**config.mk**
```make
export PLATFORM = sky130hd
export DESIGN_NAME = pvlf_controller
export DESIGN_NICKNAME = d
export VERILOG_FILES = /design/src/pvlf_pkg.sv /design/src/pvlf_controller.sv
export VERILOG_INCLUDE_DIRS = /design/src /design/src/src
export SDC_FILE = /design/constraint.sdc
export NUM_CORES = 1
export LEC_CHECK = 0
export BUFFER_PORTS_ARGS = -buffer_cell sky130_fd_sc_hd__buf_2
export CAP_MARGIN = 25
export CORE_AREA = 4 4 41 43
export CTS_CLUSTER_SIZE = 8
export DETAILED_ROUTE_END_ITERATION = 10
export DIE_AREA = 0 0 45 47
export SETUP_SLACK_MARGIN = 0.02
export SLEW_MARGIN = 20
export SYNTH_ARGS = -nofsm -noshare
export SYNTH_HDL_FRONTEND = slang
export SYNTH_SLANG_ARGS = --single-unit
```
**constraint.sdc**
```tcl
create_clock -name aclk -period 1.7 [get_ports aclk]
set_input_delay 0.34 -clock aclk [delete_from_list [all_inputs] [get_ports aclk]]
set_output_delay 0.34 -clock aclk [all_outputs]
set_load 0.1 [all_outputs]
```
**src/pwm_velocity_line_fit_unit_defines.svh**
```systemverilog
// Assertion macros used by the line fit unit controller.
`ifndef PWM_VELOCITY_LINE_FIT_UNIT_DEFINES_SVH
`define PWM_VELOCITY_LINE_FIT_UNIT_DEFINES_SVH
`ifndef SYNTH
`define PVLF_ASSERT(label, prop, msg) \
    label: assert property (@(posedge aclk) disable iff (!aresetn) prop) else $error(msg);
`define PVLF_ASSERT_NEVER(label, cond, msg) \
    label: assert property (@(posedge aclk) disable iff (!aresetn) !(cond)) else $error(msg);
`else
`define PVLF_ASSERT(label, prop, msg)
`define PVLF_ASSERT_NEVER(label, cond, msg)
`endif
`endif

```
**src/pvlf_pkg.sv**
```systemverilog
// Types, constants and helper functions of the line fit unit.
`timescale 1ns / 1ps
package pvlf_pkg;

    localparam int DIV_W = 49;
    localparam int DVS_W = 33;

    localparam logic [1:0] ST_OK        = 2'd0;
    localparam logic [1:0] ST_NO_PAIRS  = 2'd1;
    localparam logic [1:0] ST_SATURATED = 2'd2;

    localparam logic signed [31:0] Q_MAX = 32'sh7FFF_FFFF;
    localparam logic signed [31:0] Q_MIN = 32'sh8000_0000;

    typedef struct packed {
        logic signed [31:0] x_value;
        logic signed [31:0] y_value;
        logic               last_sample;
    } in_word_t;

    typedef struct packed {
        logic signed [31:0] factor;
        logic signed [31:0] offset;
        logic [63:0]        variance_sum;
        logic [1:0]         status;
    } out_word_t;

    typedef enum logic [3:0] {
        S_IDLE,
        S_PAIR,
        S_SDIV,
        S_SACC,
        S_MEAN,
        S_MDIV,
        S_OFF_MUL,
        S_OFF_FIN,
        S_WRD,
        S_WMUL,
        S_WERR,
        S_WSQ,
        S_WACC,
        S_FINISH
    } state_t;

    typedef struct packed {
        logic load;
        logic div_slope;
        logic div_mean;
        logic slope_acc;
        logic factor_cap;
        logic off_mul;
        logic off_fin;
        logic walk_rd;
        logic walk_mul;
        logic walk_err;
        logic walk_sq;
        logic walk_acc;
        logic out_load;
    } ctl_t;

    typedef struct packed {
        logic pair;
        logic dx_zero;
        logic last;
        logic div_done;
        logic no_pairs;
        logic walk_last;
        logic out_free;
    } sts_t;

    // Signed division by 65536 with truncation toward zero.
    function automatic logic signed [65:0] trunc16(input logic signed [65:0] v);
        logic signed [65:0] q;
        q = v >>> 16;
        if (v[65] && (v[15:0] != 16'd0)) begin
            q = q + 66'sd1;
        end
        return q;
    endfunction

endpackage

```
**src/pvlf_controller.sv**
```systemverilog
// Sequencer that steps the datapath through loading, division and the error walk.
`timescale 1ns / 1ps
`include "pwm_velocity_line_fit_unit_defines.svh"
module pvlf_controller (
    input  logic           aclk,
    input  logic           aresetn,
    input  logic           s_valid,
    output logic           s_ready,
    input  pvlf_pkg::sts_t sts,
    output pvlf_pkg::ctl_t cmd
);
    import pvlf_pkg::*;

    state_t state_reg, state_next;

    always_ff @(posedge aclk) begin
        if (!aresetn) begin
            state_reg <= S_IDLE;
        end else begin
            state_reg <= state_next;
        end
    end

    always_comb begin
        state_next = state_reg;
        case (state_reg)
            S_IDLE: begin
                if (s_valid) state_next = S_PAIR;
            end
            S_PAIR: begin
                if (!sts.pair) state_next = sts.last ? S_MEAN : S_IDLE;
                else if (sts.dx_zero) state_next = S_SACC;
                else state_next = S_SDIV;
            end
            S_SDIV: begin
                if (sts.div_done) state_next = S_SACC;
            end
            S_SACC: begin
                state_next = sts.last ? S_MEAN : S_IDLE;
            end
            S_MEAN: begin
                state_next = sts.no_pairs ? S_FINISH : S_MDIV;
            end
            S_MDIV: begin
                if (sts.div_done) state_next = S_OFF_MUL;
            end
            S_OFF_MUL: state_next = S_OFF_FIN;
            S_OFF_FIN: state_next = S_WRD;
            S_WRD:     state_next = S_WMUL;
            S_WMUL:    state_next = S_WERR;
            S_WERR:    state_next = S_WSQ;
            S_WSQ:     state_next = S_WACC;
            S_WACC: begin
                state_next = sts.walk_last ? S_FINISH : S_WRD;
            end
            S_FINISH: begin
                if (sts.out_free) state_next = S_IDLE;
            end
            default: state_next = S_IDLE;
        endcase
    end

    always_comb begin
        cmd     = '0;
        s_ready = 1'b0;
        case (state_reg)
            S_IDLE: begin
                s_ready  = 1'b1;
                cmd.load = s_valid;
            end
            S_PAIR: begin
                cmd.div_slope = sts.pair && !sts.dx_zero;
            end
            S_SDIV: ;
            S_SACC: cmd.slope_acc = 1'b1;
            S_MEAN: cmd.div_mean = !sts.no_pairs;
            S_MDIV: cmd.factor_cap = sts.div_done;
            S_OFF_MUL: cmd.off_mul = 1'b1;
            S_OFF_FIN: cmd.off_fin = 1'b1;
            S_WRD: cmd.walk_rd = 1'b1;
            S_WMUL: cmd.walk_mul = 1'b1;
            S_WERR: cmd.walk_err = 1'b1;
            S_WSQ: cmd.walk_sq = 1'b1;
            S_WACC: cmd.walk_acc = 1'b1;
            S_FINISH: cmd.out_load = sts.out_free;
            default: ;
        endcase
    end

    `PVLF_ASSERT(a_done_in_div, sts.div_done |-> (state_reg == S_SDIV || state_reg == S_MDIV), "divider finished outside a division state")
    `PVLF_ASSERT(a_pair_starts_div, (state_reg == S_PAIR && sts.pair && !sts.dx_zero) |=> (state_reg == S_SDIV), "valid pair did not start a division")
    `PVLF_ASSERT_NEVER(a_out_overwrite, cmd.out_load && !sts.out_free, "result loaded over an untaken word")

endmodule
```
# Word-level counts from Yosys, hierarchy flattened
# Cells that the tools add are included.
word_totals:
  register_bits: 4
  latch_bits: 0
  mem_bits_rw: 0
  rom_bits: 0
  output_inout_bits: 14
  word_cells: 47
  memories: 0
classes:
  n_addsub: 0
  multipliers: 0
  div_mod_pow: 0
  n_lt_le_gt_ge: 0
  eq_ne: 17
  n_shift: 0
  n_mux: 24
  bitwise: 0
  reduce_logical: 5
op_table:
  columns: ["cell", "count"]
  rows:
  - ["case mux 4 bit (14 select lines)", 1]
  - ["equality test 4 bit (second input constant)", 6]
  - ["two-way mux 4 bit", 5]
  - ["equality test 4 x 3 -> 1 bit (second input constant)", 4]
  - ["two-way mux 1 bit", 15]
  - ["two-way mux 3 bit", 3]
  - ["equality test 4 x 2 -> 1 bit (second input constant)", 2]
  - ["inequality test 2 bit (second input constant)", 4]
  - ["equality test 4 x 1 -> 1 bit (second input constant)", 1]
  - ["zero test 4 bit", 1]
  - ["AND reduction 4 bit", 1]
  - ["zero test 1 bit", 2]
  - ["logical AND 1 bit", 1]

# Logic depth before layout (Yosys ltp)
logic_depth:
  ltp_word: 3
  mapped_depth: 5
  ltp_nobuf: 4

# Worst setup path before layout
# Ideal clock, no wire load.
synth_timing:
  path_kind: "flip-flop to output port"
  startpoint: "reg state_reg[0]"
  endpoint: "out cmd[12] (netlist name)"
  arrival_ns: 3.691
  setup_slack_ns: -2.331
  path_stages_with_launch: 5
  path_buffers: 1
  path_cell_list: "dfxtp_1 > or2_0 > clkbuf_2 > nor3_1 > and2_1"
synth_rtl:
  columns: ["element", "line", "source"]
  rows:
  - ["start: declaration", "pvlf_controller.sv:14", "state_t state_reg, state_next;"]
  - ["start signal: assignment", "pvlf_controller.sv:20", "state_reg <= state_next;"]
  - ["end: declaration", "pvlf_controller.sv:10", "output pvlf_pkg::ctl_t cmd"]

==> impl_metrics.ini <==
[pwr]
powerDensity_mw_per_mm2 = 2003
power_frac_clock_pct = 6.1
p_total_w = 0.002103
netSwitchingFraction_pct = 54.14
seqPwrFrac_pct = 9.6
peakVddDrop_uv = 969.3
comb_power_share_pct = 84.3
p_sw_w = 0.001139
intPower_w = 0.0009644
p_leak_nw = 0.4527

[clock_tree]
cts_tree = done
htree_levels = 1
cts_hold_buf = 0
numCtsBuffers = 3
root_buffer = clkbuf_4
cts_sinks = 4
cts.path.max_buffers = 2
clk_latency_ns = 0.24
path_clk_slew_ns = 0.04

[sta]
rsz0062_at_grt = true
finalSetupViolations = 0
fmaxAchievable_ghz = 0.5935
fin_skew_ns = 0.009288
timing.final.hold_violations = 0
slew_viol_final = 0
hold_slack_ns = 0.3830
finalSetupTns_ns = 0
tightest_slew_ns = 0.3906
finalCritPeriodShare_pct = 99.11
slew_headroom_pct = 73.62
layout_setup_ws_ns = 0.01514
period_needed_ns = 1.685

[logic_synthesis]
yosysTopAreaCell = dfxtp_1
ys_warn_count = 0
yosys_register_bits = 4
avgSynthCellArea_um2 = 6.784
synth-edff-count = 0
syn_inst = 64
yosysUniqueCellTypes = 31
synth_common_cells = nor2_1, nor3_1, nand2_1, dfxtp_1
synth_top_area_share_pct = 18.44
yosysMostFrequentCell = nor2_1
ys.flop_type = dfxtp_1
synth_fp_nets = 74
yosysSeqAreaShare_pct = 18.44
syn_area_um2 = 434.2
async_flop_share_pct = 0
synth_area_leaders = dfxtp_1, nor2_1, nor3_1

[worst_setup_path]
crit_path_top_delay_cell = dfxtp_4
crit_chain = or2b_4, buf_4, nor2_4, buf_12
path_max_fanout = 6
crit_end = cmd[7]
critPathLaunch = state_reg[2]
cp_top_family = simple AND/OR/NAND/NOR gates
startpoint_type = flop
rr_startpoint = state_reg[3]
cp-end-kind = output port
cp.depth = 4
worst_ep_arrival_time_ns = 1.34
critical_path_class = reg2out
rrSetupSlack_ns = 0.08
worst_ep_required_time_ns = 1.36
worst-path-buf-inv = 2
cpPeakStageDelay_ns = 0.38
r2r_end = state_reg[1]
reg2reg_depth = 5

[final_layout]
nNetsFinal = 112
syn_to_final_growth_pct = 141.8
largest_reg_flops = 4
fill_cells = 77
antenna_cells = 0
layout-drive-gt1-share_pct = 68.32
stdcell_area_mm2 = 0.001050

[global_route]
first_global_vias = 566
grt_pass1_wl_um = 2511
grt_use_total_pct = 15.59
grt_max_degree = 12
antenna_found_initial = 0
grt_overflow_total = 0

[die]
die_w_um = 45
die_area_mm2 = 0.002115
io_pins = 24
core_area_mm2 = 0.001301
initial_core_util_pct = 33.37
row_count = 13
die_h_um = 47

[route]
final_antenna_net_count = 0
drc = 0
wirelength_um = 1630
avgViaCountPerCell = 5.388
vias = 625
drt_iter0_drc = 22
wire_per_inst_um = 14.05
firstDrtPassIters = 4

[run]
drv_cap = 0

[min_path]
hp-start = aresetn
hp-class = in2reg

[placed_design]
gp_congestion = 0.8203
preCtsSetupSlack_ns = 0.1535
placed_area_um2 = 953.4
dpl.hpwl_um = 1202
port_buffers = 23

[outcome]
status = completed
-- layer usage --
layer  routed length, um  track usage, %  vias up
met1                 671           19.86      295
li1                    -               -      305
met2                 833           26.84       23
met4                  24           4.678        0
met5                   0               0        -
met3                 100           2.682        2
-- repair_timing --
| item | 4_1_cts | 5_1_grt |
|---|---|---|
| endpoints found under the setup margin | 8 | 9 |
| setup buffers | 0 | 4 |
| resized for setup | 7 | 6 |
| pin swaps | 0 | 5 |
-- cell usage in the layout, fill, tap and decap left out, drive strengths merged --
master   synthesis  routed
buf              3      38
nor2            10      10
nor3             7       7
nand2            5       5
a21oi            4       4
clkbuf           2       4
dfxtp            4       4
inv              3       3
nand2b           3       3
o221ai           2       2
o21ai            2       2
a21o             2       2
and2             2       2
or2              1       1
or2b             1       1
nor2b            1       1
nand3            1       1
a2bb2oi          1       1
o21bai           1       1
o41ai            1       1
nand4b           1       1
or4              1       1
a311oi           1       1
o211ai           1       1
and3b            1       1
o211a            1       1
a41o             1       1
o22ai            1       1
-- power by group through the flow --
| stage | sequential [W] | combinational, W | clock, W |
|---|---|---|---|
| 2_1_floorplan | 0.000179 | 0.00116 | 0 |
| 3_3_place_gp | 0.000205 | 0.00161 | 0 |
| 3_5_place_dp | 0.000209 | 0.00162 | 0 |
| 4_1_cts | 0.000211 | 0.00167 | 0.000133 |
| 5_1_grt | 0.000207 | 0.00184 | 0.000134 |
| 6_report | 0.000203 | 0.00177 | 0.000128 |
-- through the flow --
step / util [%] / instances
2_1_floorplan: - / 64
3_3_place_gp: 73.27 / 108
3_5_place_dp: 73.27 / 108
4_1_cts: 77.02 / 112
5_1_grt: 80.67 / 116
6_report: 80.67 / 116
-- how the worst min path moves through the flow --
stage | to | slack [ns] | cells after the start
5_1_grt | state_reg[3] | 0.39 | 2
2_1_floorplan | state_reg[3] | 0.46 | 1
6_report | state_reg[3] | 0.38 | 2
3_5_place_dp | state_reg[3] | 0.60 | 2
4_1_cts | state_reg[3] | 0.36 | 2
3_3_place_gp | state_reg[3] | 0.61 | 2
-- worst reg2reg max path, stage by stage, from the launching register on --
cell and delay (ns):
dfxtp_4 0.36, buf_4 0.15, or4_4 0.48, a21oi_2 0.19, a311oi_2 0.07, a41o_1 0.26
-- area by class of cell --
| class | instances | area [um^2] | area share, % |
|---|---|---|---|
| multi-input combinational | 52 | 459.2 | 43.74 |
| sequential | 4 | 88.84 | 8.462 |
| timing repair buffer | 38 | 445.4 | 42.43 |
| clock buffer | 4 | 26.28 | 2.503 |
| tap | 15 | 18.77 | 1.788 |
| inverter | 3 | 11.26 | 1.073 |
-- cells by family after synthesis --
family                 Yosys count  synth area share [%]
AO/OA/AOI/OAI                   18                 32.28
AND/OR/NAND/NOR                 34                 40.64
flip-flops                       4                 18.44
buffers and inverters            8                 8.644
Power figures use the tool's default switching activity.
